<file path="src/stok_pkg.sv">
package stok_pkg;

   // Position counter width and token length saturation point.
   localparam int POS_WIDTH     = 32;
   localparam int MAX_TOKEN_LEN = 255;
   localparam int LEN_W         = $clog2(MAX_TOKEN_LEN + 1);
   localparam int EXT_W         = (LEN_W > 8) ? LEN_W : 8;

   // Result queue.
   localparam int QDEPTH = 4;
   localparam int QCNT_W = $clog2(QDEPTH + 1);
   localparam int MAX_RSP = 3;

   // Token kinds.
   localparam logic [4:0] KIND_INT     = 5'd0;
   localparam logic [4:0] KIND_ID      = 5'd1;
   localparam logic [4:0] KIND_STMT    = 5'd2;
   localparam logic [4:0] KIND_STR     = 5'd3;
   localparam logic [4:0] KIND_EQ      = 5'd4;
   localparam logic [4:0] KIND_GT      = 5'd5;
   localparam logic [4:0] KIND_LT      = 5'd6;
   localparam logic [4:0] KIND_PLUS    = 5'd7;
   localparam logic [4:0] KIND_MINUS   = 5'd8;
   localparam logic [4:0] KIND_STAR    = 5'd9;
   localparam logic [4:0] KIND_SLASH   = 5'd10;
   localparam logic [4:0] KIND_NEWLINE = 5'd11;
   localparam logic [4:0] KIND_LPAREN  = 5'd12;
   localparam logic [4:0] KIND_RPAREN  = 5'd13;
   localparam logic [4:0] KIND_LBRACK  = 5'd14;
   localparam logic [4:0] KIND_RBRACK  = 5'd15;
   localparam logic [4:0] KIND_LBRACE  = 5'd16;
   localparam logic [4:0] KIND_RBRACE  = 5'd17;
   localparam logic [4:0] KIND_COMMA   = 5'd18;
   localparam logic [4:0] KIND_COLON   = 5'd19;
   localparam logic [4:0] KIND_EOF     = 5'd20;
   localparam logic [4:0] KIND_ERR     = 5'd21;
   localparam logic [4:0] KIND_NONE    = 5'd0;  // punct decode miss

   // Keyword codes.
   localparam logic [2:0] KW_NONE = 3'd0;
   localparam int         NUM_KW  = 5;

   // Special bytes.
   localparam logic [7:0] CH_NUL   = 8'd0;
   localparam logic [7:0] CH_TAB   = 8'd9;
   localparam logic [7:0] CH_NL    = 8'd10;
   localparam logic [7:0] CH_CR    = 8'd13;
   localparam logic [7:0] CH_SPACE = 8'd32;
   localparam logic [7:0] CH_QUOTE = 8'd34;
   localparam logic [7:0] CH_HASH  = 8'd35;

   localparam logic [NUM_KW-1:0] KW_ALL = '1;

   // Keyword spellings, zero padded; row k is keyword code k+1.
   localparam logic [7:0] KW_TEXT [NUM_KW][8] = '{
      '{"r", "e", "t", "u", "r", "n", 8'd0, 8'd0},
      '{"i", "f", 8'd0, 8'd0, 8'd0, 8'd0, 8'd0, 8'd0},
      '{"e", "l", "s", "e", 8'd0, 8'd0, 8'd0, 8'd0},
      '{"f", "o", "r", 8'd0, 8'd0, 8'd0, 8'd0, 8'd0},
      '{"w", "h", "i", "l", "e", 8'd0, 8'd0, 8'd0}
   };
   localparam logic [LEN_W-1:0] KW_LEN [NUM_KW] = '{
      LEN_W'(6), LEN_W'(2), LEN_W'(4), LEN_W'(3), LEN_W'(5)
   };

   typedef enum logic [2:0] {
      MODE_IDLE,
      MODE_NUM,
      MODE_ID,
      MODE_STR,
      MODE_COMMENT,
      MODE_HALT
   } mode_type;

   typedef struct packed {
      logic [7:0] ch;
      logic       end_of_input;
   } req_type;

   typedef struct packed {
      logic [4:0]  kind;
      logic [31:0] start_pos;
      logic [7:0]  length;
      logic [2:0]  keyword;
      logic [7:0]  bad_char;
      logic        last;
   } rsp_type;

   // Results of one byte: count and up to three records, oldest in [0].
   typedef struct packed {
      logic [1:0]                 count;
      rsp_type [MAX_RSP-1:0]      recs;
   } lex_out_type;

   function automatic logic is_digit(input logic [7:0] c);
      return (c >= "0") && (c <= "9");
   endfunction

   function automatic logic is_alpha(input logic [7:0] c);
      return ((c >= "a") && (c <= "z")) || ((c >= "A") && (c <= "Z"));
   endfunction

   function automatic logic [4:0] punct_kind(input logic [7:0] c);
      logic [4:0] k;
      case (c)
         "=":     k = KIND_EQ;
         ">":     k = KIND_GT;
         "<":     k = KIND_LT;
         "+":     k = KIND_PLUS;
         "-":     k = KIND_MINUS;
         "*":     k = KIND_STAR;
         "/":     k = KIND_SLASH;
         CH_NL:   k = KIND_NEWLINE;
         "(":     k = KIND_LPAREN;
         ")":     k = KIND_RPAREN;
         "[":     k = KIND_LBRACK;
         "]":     k = KIND_RBRACK;
         "{":     k = KIND_LBRACE;
         "}":     k = KIND_RBRACE;
         ",":     k = KIND_COMMA;
         ":":     k = KIND_COLON;
         default: k = KIND_NONE;
      endcase
      return k;
   endfunction

   // Drop keyword candidates that do not have byte c at offset len.
   function automatic logic [NUM_KW-1:0] kw_filter(input logic [NUM_KW-1:0] cand,
                                                   input logic [LEN_W-1:0]  len,
                                                   input logic [7:0]        c);
      logic [NUM_KW-1:0] r;
      r = cand;
      for (int k = 0; k < NUM_KW; k++) begin
         if (len >= KW_LEN[k]) begin
            r[k] = 1'b0;
         end else if (KW_TEXT[k][len[2:0]] != c) begin
            r[k] = 1'b0;
         end
      end
      return r;
   endfunction

   function automatic logic [7:0] sat8(input logic [LEN_W-1:0] len);
      logic [EXT_W-1:0] e;
      e = EXT_W'(len);
      return (e > EXT_W'(255)) ? 8'hFF : e[7:0];
   endfunction

   function automatic rsp_type make_rsp(input logic [4:0]           kind,
                                        input logic [POS_WIDTH-1:0] pos,
                                        input logic [LEN_W-1:0]     len,
                                        input logic [2:0]           kw,
                                        input logic [7:0]           bad);
      rsp_type r;
      r.kind      = kind;
      r.start_pos = 32'(pos);
      r.length    = sat8(len);
      r.keyword   = kw;
      r.bad_char  = bad;
      r.last      = 1'b0;
      return r;
   endfunction

endpackage

</file>
<file path="src/stok_lexer.sv">
module stok_lexer (
   input  logic                 clock,
   input  logic                 reset,
   input  logic                 go,
   input  stok_pkg::req_type    item,
   output stok_pkg::lex_out_type lex
);
   import stok_pkg::*;

   mode_type               mode_ff, mode_in;
   logic [POS_WIDTH-1:0]   pos_ff, pos_in;
   logic [POS_WIDTH-1:0]   start_ff, start_in;
   logic [LEN_W-1:0]       len_ff, len_in;
   logic [NUM_KW-1:0]      cand_ff, cand_in;

   logic [7:0]  c;
   logic        eoi;
   logic        dig, alp, ws, fresh;
   logic [4:0]  pk;
   logic [LEN_W-1:0] len_grow;
   logic [2:0]  kw_code;

   assign c        = item.ch;
   assign eoi      = item.end_of_input || (c == CH_NUL);
   assign dig      = is_digit(c);
   assign alp      = is_alpha(c);
   assign ws       = (c == CH_SPACE) || (c == CH_TAB) || (c == CH_CR);
   assign pk       = punct_kind(c);
   assign len_grow = (len_ff < LEN_W'(MAX_TOKEN_LEN)) ? len_ff + LEN_W'(1) : len_ff;

   // byte that starts fresh: idle, or ends a number/identifier run
   always_comb begin
      case (mode_ff)
         MODE_NUM:     fresh = !dig;
         MODE_ID:      fresh = !(dig || alp);
         MODE_STR:     fresh = 1'b0;
         MODE_COMMENT: fresh = 1'b0;
         MODE_HALT:    fresh = 1'b0;
         default:      fresh = 1'b1;
      endcase
   end

   // first live keyword whose length matches the run
   always_comb begin
      kw_code = KW_NONE;
      for (int k = NUM_KW - 1; k >= 0; k--) begin
         if (cand_ff[k] && (len_ff == KW_LEN[k])) begin
            kw_code = 3'(k + 1);
         end
      end
   end

   // next state
   always_comb begin
      mode_in  = mode_ff;
      pos_in   = pos_ff;
      start_in = start_ff;
      len_in   = len_ff;
      cand_in  = cand_ff;
      if (eoi) begin
         mode_in  = MODE_IDLE;
         pos_in   = '0;
         start_in = '0;
         len_in   = '0;
         cand_in  = KW_ALL;
      end else begin
         pos_in = pos_ff + POS_WIDTH'(1);
         case (mode_ff)
            MODE_NUM: begin
               if (dig) len_in = len_grow;
            end
            MODE_ID: begin
               if (dig || alp) begin
                  cand_in = kw_filter(cand_ff, len_ff, c);
                  len_in  = len_grow;
               end
            end
            MODE_STR: begin
               if (c == CH_QUOTE) mode_in = MODE_IDLE;
               else               len_in  = len_grow;
            end
            MODE_COMMENT: begin
               if (c == CH_NL) mode_in = MODE_IDLE;
            end
            default: ;
         endcase
         if (fresh) begin
            mode_in = MODE_IDLE;
            if (ws) begin
               mode_in = MODE_IDLE;
            end else if (dig) begin
               mode_in  = MODE_NUM;
               start_in = pos_ff;
               len_in   = LEN_W'(1);
            end else if (alp) begin
               mode_in  = MODE_ID;
               start_in = pos_ff;
               len_in   = LEN_W'(1);
               cand_in  = kw_filter(KW_ALL, '0, c);
            end else if (c == CH_HASH) begin
               mode_in = MODE_COMMENT;
            end else if (c == CH_QUOTE) begin
               mode_in  = MODE_STR;
               start_in = pos_ff + POS_WIDTH'(1);
               len_in   = '0;
            end else if (pk == KIND_NONE) begin
               mode_in = MODE_HALT;
            end
         end
      end
   end

   // result records
   always_comb begin
      logic [1:0] n;
      n    = 2'd0;
      lex  = '0;
      if (eoi) begin
         case (mode_ff)
            MODE_NUM: begin
               lex.recs[n] = make_rsp(KIND_INT, start_ff, len_ff, KW_NONE, 8'd0);
               n = n + 2'd1;
            end
            MODE_ID: begin
               lex.recs[n] = make_rsp((kw_code != KW_NONE) ? KIND_STMT : KIND_ID,
                                      start_ff, len_ff, kw_code, 8'd0);
               n = n + 2'd1;
            end
            MODE_STR: begin
               lex.recs[n] = make_rsp(KIND_ERR, start_ff, len_ff, KW_NONE, CH_QUOTE);
               n = n + 2'd1;
            end
            default: ;
         endcase
         lex.recs[n] = make_rsp(KIND_NEWLINE, pos_ff, LEN_W'(1), KW_NONE, 8'd0);
         n = n + 2'd1;
         lex.recs[n] = make_rsp(KIND_EOF, pos_ff, '0, KW_NONE, 8'd0);
         n = n + 2'd1;
      end else begin
         case (mode_ff)
            MODE_NUM: begin
               if (!dig) begin
                  lex.recs[n] = make_rsp(KIND_INT, start_ff, len_ff, KW_NONE, 8'd0);
                  n = n + 2'd1;
               end
            end
            MODE_ID: begin
               if (!(dig || alp)) begin
                  lex.recs[n] = make_rsp((kw_code != KW_NONE) ? KIND_STMT : KIND_ID,
                                         start_ff, len_ff, kw_code, 8'd0);
                  n = n + 2'd1;
               end
            end
            MODE_STR: begin
               if (c == CH_QUOTE) begin
                  lex.recs[n] = make_rsp(KIND_STR, start_ff, len_ff, KW_NONE, 8'd0);
                  n = n + 2'd1;
               end
            end
            MODE_COMMENT: begin
               if (c == CH_NL) begin
                  lex.recs[n] = make_rsp(KIND_NEWLINE, pos_ff, LEN_W'(1), KW_NONE, 8'd0);
                  n = n + 2'd1;
               end
            end
            default: ;
         endcase
         if (fresh && !ws && !dig && !alp && (c != CH_HASH) && (c != CH_QUOTE)) begin
            if (pk != KIND_NONE) begin
               lex.recs[n] = make_rsp(pk, pos_ff, LEN_W'(1), KW_NONE, 8'd0);
            end else begin
               lex.recs[n] = make_rsp(KIND_ERR, pos_ff, LEN_W'(1), KW_NONE, c);
            end
            n = n + 2'd1;
         end
      end
      if (n != 2'd0) lex.recs[n - 2'd1].last = 1'b1;
      lex.count = n;
   end

   always_ff @(posedge clock) begin
      if (reset) begin
         mode_ff  <= MODE_IDLE;
         pos_ff   <= '0;
         start_ff <= '0;
         len_ff   <= '0;
         cand_ff  <= KW_ALL;
      end else if (go) begin
         mode_ff  <= mode_in;
         pos_ff   <= pos_in;
         start_ff <= start_in;
         len_ff   <= len_in;
         cand_ff  <= cand_in;
      end
   end

endmodule

</file>
<file path="src/stok_queue.sv">
module stok_queue (
   input  logic                         clock,
   input  logic                         reset,
   input  stok_pkg::lex_out_type        push,
   input  logic                         pop,
   output stok_pkg::rsp_type            head,
   output logic [stok_pkg::QCNT_W-1:0]  count
);
   import stok_pkg::*;

   rsp_type             q_ff [QDEPTH];
   rsp_type             q_in [QDEPTH];
   logic [QCNT_W-1:0]   count_ff, count_in;

   always_comb begin
      logic [QCNT_W-1:0] base;
      q_in = q_ff;
      base = count_ff;
      if (pop) begin
         for (int i = 0; i < QDEPTH - 1; i++) q_in[i] = q_ff[i + 1];
         base = count_ff - QCNT_W'(1);
      end
      for (int j = 0; j < MAX_RSP; j++) begin
         if (2'(j) < push.count) begin
            q_in[$clog2(QDEPTH)'(base + QCNT_W'(j))] = push.recs[j];
         end
      end
      count_in = base + QCNT_W'(push.count);
   end

   always_ff @(posedge clock) begin
      q_ff <= q_in;
      if (reset) count_ff <= '0;
      else       count_ff <= count_in;
   end

   assign head  = q_ff[0];
   assign count = count_ff;

endmodule

</file>
<file path="src/source_tokenizer.sv">
// Channel   Dir  Handshake           Payload
// req_      in   req_valid/req_stall  req_data: byte and end marker
// rsp_      out  rsp_valid/rsp_stall  rsp_data: one token record
//
// One byte per cycle while the queue has room: a transaction lands in the input
// register, is lexed from there and its records enter a four-deep result queue,
// whose head drives rsp_. Every byte waits in the input register until the queue
// has room for three records; the queue drains one record per cycle while rsp_stall
// is low, so a byte that yields two or three records (run end, end marker) can
// stall the next one. Reset is synchronous and returns the lexer to idle at
// position zero with an empty queue.
// rsp_stall backs up the queue, which in turn stalls req_.
module source_tokenizer (
   input  logic              clock,
   input  logic              reset,
   input  logic              req_valid,
   output logic              req_stall,
   input  stok_pkg::req_type req_data,
   output logic              rsp_valid,
   input  logic              rsp_stall,
   output stok_pkg::rsp_type rsp_data
);
   import stok_pkg::*;

   // input register
   logic        in_valid_ff, in_valid_in;
   req_type     in_data_ff;
   logic        req_take;
   logic        go;

   lex_out_type       lex;
   lex_out_type       push;
   logic              pop;
   logic [QCNT_W-1:0] q_count;

   // lex only when the queue can absorb a worst-case byte
   assign go        = in_valid_ff && (q_count <= QCNT_W'(QDEPTH - MAX_RSP));
   assign req_stall = in_valid_ff && !go;
   assign req_take  = req_valid && !req_stall;

   always_comb begin
      in_valid_in = in_valid_ff;
      if (req_take)  in_valid_in = 1'b1;
      else if (go)   in_valid_in = 1'b0;
   end

   always_ff @(posedge clock) begin
      if (reset) in_valid_ff <= 1'b0;
      else       in_valid_ff <= in_valid_in;
      if (req_take) in_data_ff <= req_data;
   end

   stok_lexer u_lexer (
      .clock (clock),
      .reset (reset),
      .go    (go),
      .item  (in_data_ff),
      .lex   (lex)
   );

   always_comb begin
      push       = lex;
      push.count = go ? lex.count : 2'd0;
   end

   assign rsp_valid = (q_count != '0);
   assign pop       = rsp_valid && !rsp_stall;

   stok_queue u_queue (
      .clock (clock),
      .reset (reset),
      .push  (push),
      .pop   (pop),
      .head  (rsp_data),
      .count (q_count)
   );

   // ---------------------------------------------------------------- checks
   a_queue_bound: assert property (@(posedge clock) disable iff (reset)
      q_count <= QCNT_W'(QDEPTH))
      else $error("result queue overflow");

   a_hold_input: assert property (@(posedge clock) disable iff (reset)
      (in_valid_ff && !go) |=> (in_valid_ff && $stable(in_data_ff)))
      else $error("held byte lost");

   a_end_emits: assert property (@(posedge clock) disable iff (reset)
      (go && (in_data_ff.end_of_input || (in_data_ff.ch == CH_NUL)))
         |-> (lex.count >= 2'd2))
      else $error("end marker without newline and eof");

   a_eof_last: assert property (@(posedge clock) disable iff (reset)
      (rsp_valid && (rsp_data.kind == KIND_EOF)) |-> rsp_data.last)
      else $error("eof record not marked last");

endmodule

</file>
<file path="config.mk">
export PLATFORM = sky130hd
export DESIGN_NAME = source_tokenizer
export DESIGN_NICKNAME = d
export VERILOG_FILES = /design/src/stok_pkg.sv /design/src/stok_lexer.sv /design/src/stok_queue.sv /design/src/source_tokenizer.sv
export SDC_FILE = /design/constraint.sdc
export NUM_CORES = 1
export LEC_CHECK = 0
export BUFFER_PORTS_ARGS = -buffer_cell sky130_fd_sc_hd__clkbuf_2
export CORE_ASPECT_RATIO = 0.9
export CORE_MARGIN = 5
export CORE_UTILIZATION = 45
export DETAILED_ROUTE_END_ITERATION = 10
export MAX_ROUTING_LAYER = met4
export SETUP_SLACK_MARGIN = 0.15
export SYNTH_ARGS = -nofsm -noshare
export SYNTH_HDL_FRONTEND = slang
export SYNTH_HIERARCHICAL = 1
export SYNTH_SLANG_ARGS = --single-unit
export TNS_END_PERCENT = 50
</file>
<file path="constraint.sdc">
create_clock -name clock -period 5 [get_ports clock]
set_clock_uncertainty 0.15 [all_clocks]
set_input_delay 0.5 -clock clock [delete_from_list [all_inputs] [get_ports clock]]
set_output_delay 0.5 -clock clock [all_outputs]
set_load 0.02 [all_outputs]
</file>
# Word-level counts from Yosys, hierarchy flattened
# Memories as Yosys holds them, arrays and structs flattened.
# Cells that the tools add are included.
[word_totals]
regBits = 321
mem_bits_ro = 320
inputBits = 13
mem_count = 5
[classes]
addsub = 10
order_cmp = 32
n_eq_ne = 47
n_mux = 124
n_bitwise = 4
n_reduce_logical = 50
[mem_list]
columns = ["memory", "depth", "word_bits", "rd", "rd_clocked_by_memory_dff", "write_ports", "line", "rtl"]
rows = [
  ["(name not given)", 8, 8, 1, 0, 0, "stok_pkg.sv:136", "end else if (KW_TEXT[k][len[2:0]] != c) begin"],
  ["(name not given)", 8, 8, 1, 0, 0, "stok_pkg.sv:136", ""],
  ["(name not given)", 8, 8, 1, 0, 0, "stok_pkg.sv:136", ""],
  ["(name not given)", 8, 8, 1, 0, 0, "stok_pkg.sv:136", ""],
  ["(name not given)", 8, 8, 1, 0, 0, "stok_pkg.sv:136", ""],
]
[ops]
columns = ["op", "count"]
rows = [
  ["$bwmux W171", 5],
  ["$mux W171", 5],
  ["$demux W57 S2", 7],
  ["$bwmux W228", 3],
  ["$mux W228", 3],
  ["$mux W57", 9],
  ["$mux W32", 8],
  ["$pmux W57 S4", 1],
  ["$mux W8", 22],
  ["$pmux W57 S3", 1],
  ["$eq A8 B6 Y1 const B", 14],
  ["$pmux W5 S16", 1],
  ["$mux W56", 1],
  ["$mux W54", 1],
  ["$mux W52", 1],
  ["$mux W3", 16],
  ["$ne A7 B8 Y1 const A", 5],
  ["$ne A8 B8 Y1", 5],
  ["$mux W5", 7],
  ["$add A32 B1 Y32 const B", 1],
  ["$eq A8 B7 Y1 const B", 4],
  ["$eq A8 B3 Y1 const B", 3],
  ["$eq A8 B4 Y1 const B", 3],
  ["$ge A8 B3 Y1 const B", 3],
  ["48 further kinds", 138],
]

# Logic depth before layout (Yosys ltp)
[logic_depth]
ltp_word = 26
mapped_depth = 18
ltp_nobuf = 13

# Hierarchy
# The synthesis kept the hierarchy.
[modules_own_cells]
columns = ["module", "n_inst", "cells_per_inst", "area_each_um2", "seq_area_each_um2"]
rows = [
  ["stok_queue", 1, 1385, 13158.9, 4624.4],
  ["stok_lexer", 1, 1121, 7437.1, 1601.5],
  ["source_tokenizer", 1, 21, 361.6, 290.3],
]

# Worst setup path before layout
# OpenSTA, ideal clock, no wires.
[synth_path]
kind = "reg2reg"
start = "register in_data_ff[1] (netlist name)"
end = "register u_queue/q_ff[150] (netlist name)"
setup_ns = 0.122
arrival_ns = 3.407
required_time_ns = 4.728
setup_slack_ns = 1.322
path_stages_with_launch = 18
n_path_buf = 5
path_cell_list = "edfxtp_1 -> clkbuf_1 -> buf_1 -> nand4b_1 -> nor4_1 -> nor2_1 -> nand2_1 -> ha_1 -> nor2_1 -> inv_1 -> and3_1 -> buf_2 -> or2_2 -> o21ai_0 -> buf_2 -> clkbuf_1 -> a22oi_1 -> a221o_1"
[synth_lines]
columns = ["item", "line", "rtl"]
rows = [
  ["start, declared", "source_tokenizer.sv:27", "req_type in_data_ff;"],
  ["start signal, assigned", "source_tokenizer.sv:50", "if (req_take) in_data_ff <= req_data;"],
  ["end signal, assigned", "stok_queue.sv:32", "q_ff <= q_in;"],
  ["end, declared", "stok_queue.sv:11", "rsp_type q_ff [QDEPTH];"],
]

==> insert_results.sql <==
INSERT INTO impl_metrics (metric_group, metric, value, unit) VALUES
('cells_and_area', 'storage_element_area', '0.00652', 'mm²'),
('yosys', 'synth_area', '0.0210', 'mm²'),
('worst_setup_path', 'worstRegToRegCells', '13', ''),
('cells_and_area', 'layout-drive-gt1-share', '12.0', '%'),
('die', 'core', '0.0464', 'mm²'),
('routing', 'drc', '0', ''),
('grt', 'globalRouteOverflowTotal', '0', ''),
('die', 'floorplan.die_area', '0.0510', 'mm²'),
('routing', 'drt_pre_antenna_iters', '5', ''),
('yosys', 'synthesis.instances', '2527', ''),
('grt', 'grt_first_pass_wirelength', '114000', 'µm'),
('worst_setup_path', 'required_time_worst_endpoint', '5350', 'ps'),
('worst_setup_path', 'critPathCaptureType', 'register', ''),
('clock_network', 'cts_hold_buf', '9', ''),
('place', 'dp_hpwl', '45000', 'µm'),
('timing', 'setup_violations', '0', ''),
('die', 'fp.dieH', '215', 'µm'),
('die', 'design.portCount', '72', ''),
('timing', 'timing.max_slew.rel_slack', '19.6', '%'),
('worst_setup_path', 'critPathKind', 'reg -> reg', ''),
('place', 'gpl.final_weighted_congestion', '0.957', ''),
('timing', 'worst_slew_pin_slew', '1200', 'ps'),
('yosys', 'avgSynthCellArea', '8.29', 'µm²'),
('cells_and_area', 'layout.cells.most_common_list', 'dfxtp_1 (312), mux2i_1 (231), a22oi_1 (173), nor2_1 (163), nand2_1 (162)', ''),
('worst_setup_path', 'crit_path_start_kind', 'register', ''),
('timing', 'timing.final.crit_share', '90.1', '%'),
('routing', 'num_vias', '19800', ''),
('timing', 'timing.final.max_slew_violations', '0', ''),
('clock_network', 'cts_sinks', '321', ''),
('routing', 'drt-wirelength-per-cell', '24.2', 'µm'),
('die', 'start_util', '45.2', '%'),
('grt', 'antenna_found_initial', '0', ''),
('clock_network', 'number_of_levels_in_the_clock_h_tree', '2', ''),
('power_and_ir_drop', 'power_leakage', '9.94', 'nW'),
('cells_and_area', 'area_growth_syn_to_layout', '7.85', '%'),
('die', 'core.rowCount', '75', ''),
('clock_network', 'cts_made_buffers', '39', ''),
('clock_network', 'post_cts_buffers', '0', ''),
('power_and_ir_drop', 'powerDensity', '518', 'mW/mm²'),
('yosys', 'ys.flop_type', 'dfxtp_1', ''),
('worst_setup_path', 'critPathArrivalTime', '4860', 'ps'),
('timing', 'finalHoldViolations', '0', ''),
('grt', 'grt_max_degree', '120', ''),
('hold_path', 'hold_class', 'in -> reg', ''),
('place', 'place.port_buffers', '71', ''),
('cells_and_area', 'finalNetCount', '2424', ''),
('clock_network', 'clk_path_buf_depth', '3', ''),
('routing', 'routed_wl', '73600', 'µm'),
('timing', 'hold_slack', '56.6', 'ps'),
('clock_network', 'postCtsResizedCells', '0', ''),
('clock_network', 'clk_transition_reported_paths', '50', 'ps'),
('yosys', 'synth_seq_area_share', '31.1', '%'),
('clock_network', 'clkLatencyLatePin', '570', 'ps'),
('yosys', 'yosys.cell_types.count', '87', ''),
('grt', 'grt_pass1_vias', '19200', ''),
('grt', 'track_usage', '28.3', '%'),
('cells_and_area', 'layout_commonest_cell', 'dfxtp_1', ''),
('worst_setup_path', 'worstPathMaxFanout', '31', ''),
('clock_network', 'clk_root_buffer_cell', 'clkbuf_16', ''),
('timing', 'fin_crit', '4500', 'ps'),
('run', 'max_cap_viol_count', '0', ''),
('timing', 'finalSetupTns', '0', 'ps'),
('timing', 'fmax', '0.222', 'GHz'),
('timing', 'grt_setup_unrepaired', 'false', ''),
('power_and_ir_drop', 'worst_ir_drop_vdd', '0.269', 'mV'),
('clock_network', 'cts_tree', 'done', ''),
('yosys', 'synth-edff-count', '9', ''),
('cells_and_area', 'fillCellCount', '4554', ''),
('yosys', 'async_set_or_reset_register_ratio_after_synthesis', '0', '%'),
('routing', 'drt_iter0_markers', '2151', ''),
('die', 'die_width', '237', 'µm'),
('cells_and_area', 'area_of_the_multi_input_gates', '0.0129', 'mm²'),
('outcome', 'run_status', 'complete, no violations', ''),
('routing', 'postRouteAntennaNets', '0', ''),
('yosys', 'postSynthRegisterBits', '321', ''),
('yosys', 'synth.yosys.warnings', '6', ''),
('hold_path', 'hold_path_depth', '3', ''),
('routing', 'viasPerCell', '6.51', '');
==> area by class of cell <==
| cell class | instances | area share [%] |
|---|---|---|
| clock inverter | 8 | 0.465 |
| clock buffer | 59 | 5.15 |
| sequential | 321 | 28.8 |
| antenna | 1 | 0.0111 |
| inverter | 25 | 0.415 |
| timing repair buffer | 143 | 4.73 |
| tap | 616 | 3.41 |
| multi-input combinational | 1869 | 57.0 |
==> registers in the layout, indices dropped and copies added, names as in the netlist <==
register and cells:
in_data_ff 9, u_queue/head 57, u_lexer/mode_ff 3, u_queue/q_ff 171, u_lexer/len_ff 8, u_queue/count 3
u_lexer/start_ff 32, u_lexer/pos_ff 32, u_lexer/cand_ff 5, in_valid_ff 1
==> report_power, final <==
group | switching [mW] | internal (mW) | leakage [nW]
logic | 2.72 | 2.11 | 6.64
registers | 0.523 | 3.47 | 2.67
clock network | 1.17 | 1.71 | 0.626
==> worst paths after layout <==
| path | from | slack, ps | endpoint |
|---|---|---|---|
| worst max-delay path | in_data_ff[5] | 500 | u_queue/head[8] |
| worst min-delay path | req_valid | 60 | in_valid_ff |
| worst min register to register | u_lexer/start_ff[8] | 300 | u_lexer/start_ff[8] |
| worst max register to register | in_data_ff[5] | 500 | u_queue/head[8] |
==> metrics by stage <==
| step | utilization (%) | setup slack [ps] | cells | cell area (µm²) | power [mW] |
|---|---|---|---|---|---|
| 2_1_floorplan | - | 1320 | 2558 | 21100 | 7.74 |
| 3_3_place_gp | 45.8 | 618 | 2965 | 21200 | 8.60 |
| 3_5_place_dp | 45.8 | 617 | 2965 | 21200 | 8.77 |
| 4_1_cts | 48.8 | 581 | 3041 | 22600 | 11.7 |
| 5_1_grt | 48.8 | 278 | 3041 | 22600 | 12.3 |
| 6_report | 48.8 | 497 | 3042 | 22600 | 11.7 |
==> logic make-up (layout without fill, tap and decap cells) <==
kind of cell / Yosys count / count (layout) / share of synthesized area (%)
simple gates: 681 / 681 / 16.5
xor+xnor: 42 / 42 / 1.76
compound gates: 812 / 812 / 27.0
flops: 321 / 321 / 31.1
other cells: 1 / 33 / 0.0179
mux: 290 / 290 / 14.2
buf+inv: 368 / 235 / 8.64
fa+ha+maj: 12 / 12 / 0.752
==> synthesized netlist by cell type, types with 26 or more instances <==
| cell | count | area, µm² |
|---|---|---|
| o21ai_0 | 128 | 641 |
| a21oi_1 | 140 | 701 |
| o22ai_1 | 69 | 432 |
| buf_2 | 56 | 280 |
| buf_4 | 95 | 713 |
| dfxtp_1 | 312 | 6250 |
| a221o_1 | 59 | 591 |
| a2bb2oi_1 | 27 | 236 |
| and2_1 | 53 | 332 |
| a22o_1 | 59 | 517 |
| nand2_1 | 163 | 612 |
| a21o_1 | 67 | 503 |
| nand3_1 | 38 | 190 |
| mux2i_1 | 231 | 2310 |
| nor3_1 | 34 | 170 |
| nor2_1 | 165 | 619 |
| and3_1 | 99 | 619 |
| mux2_2 | 58 | 653 |
| a22oi_1 | 173 | 1300 |
| xnor2_1 | 26 | 228 |
| clkbuf_1 | 166 | 623 |
==> critical path, stage by stage, from the launching register on <==
cell and delay [ps]:
edfxtp_1 860, and4bb_2 440, a221o_1 220, a21o_1 110
nand2_1 70, ha_1 230, nor2_1 180, inv_1 70
and3_2 240, inv_1 220, a21oi_4 60, nor2_4 780
buf_4 580, a21o_1 180
==> routing by layer <==
metal | GRT usage, % | share of wire (%)
met5 | - | 0
met4 | 8.23 | 2.7
met3 | 4.56 | 8.4
met2 | 42.7 | 44
met1 | 39.5 | 45
No activity file was read; power rests on OpenSTA's default activity.
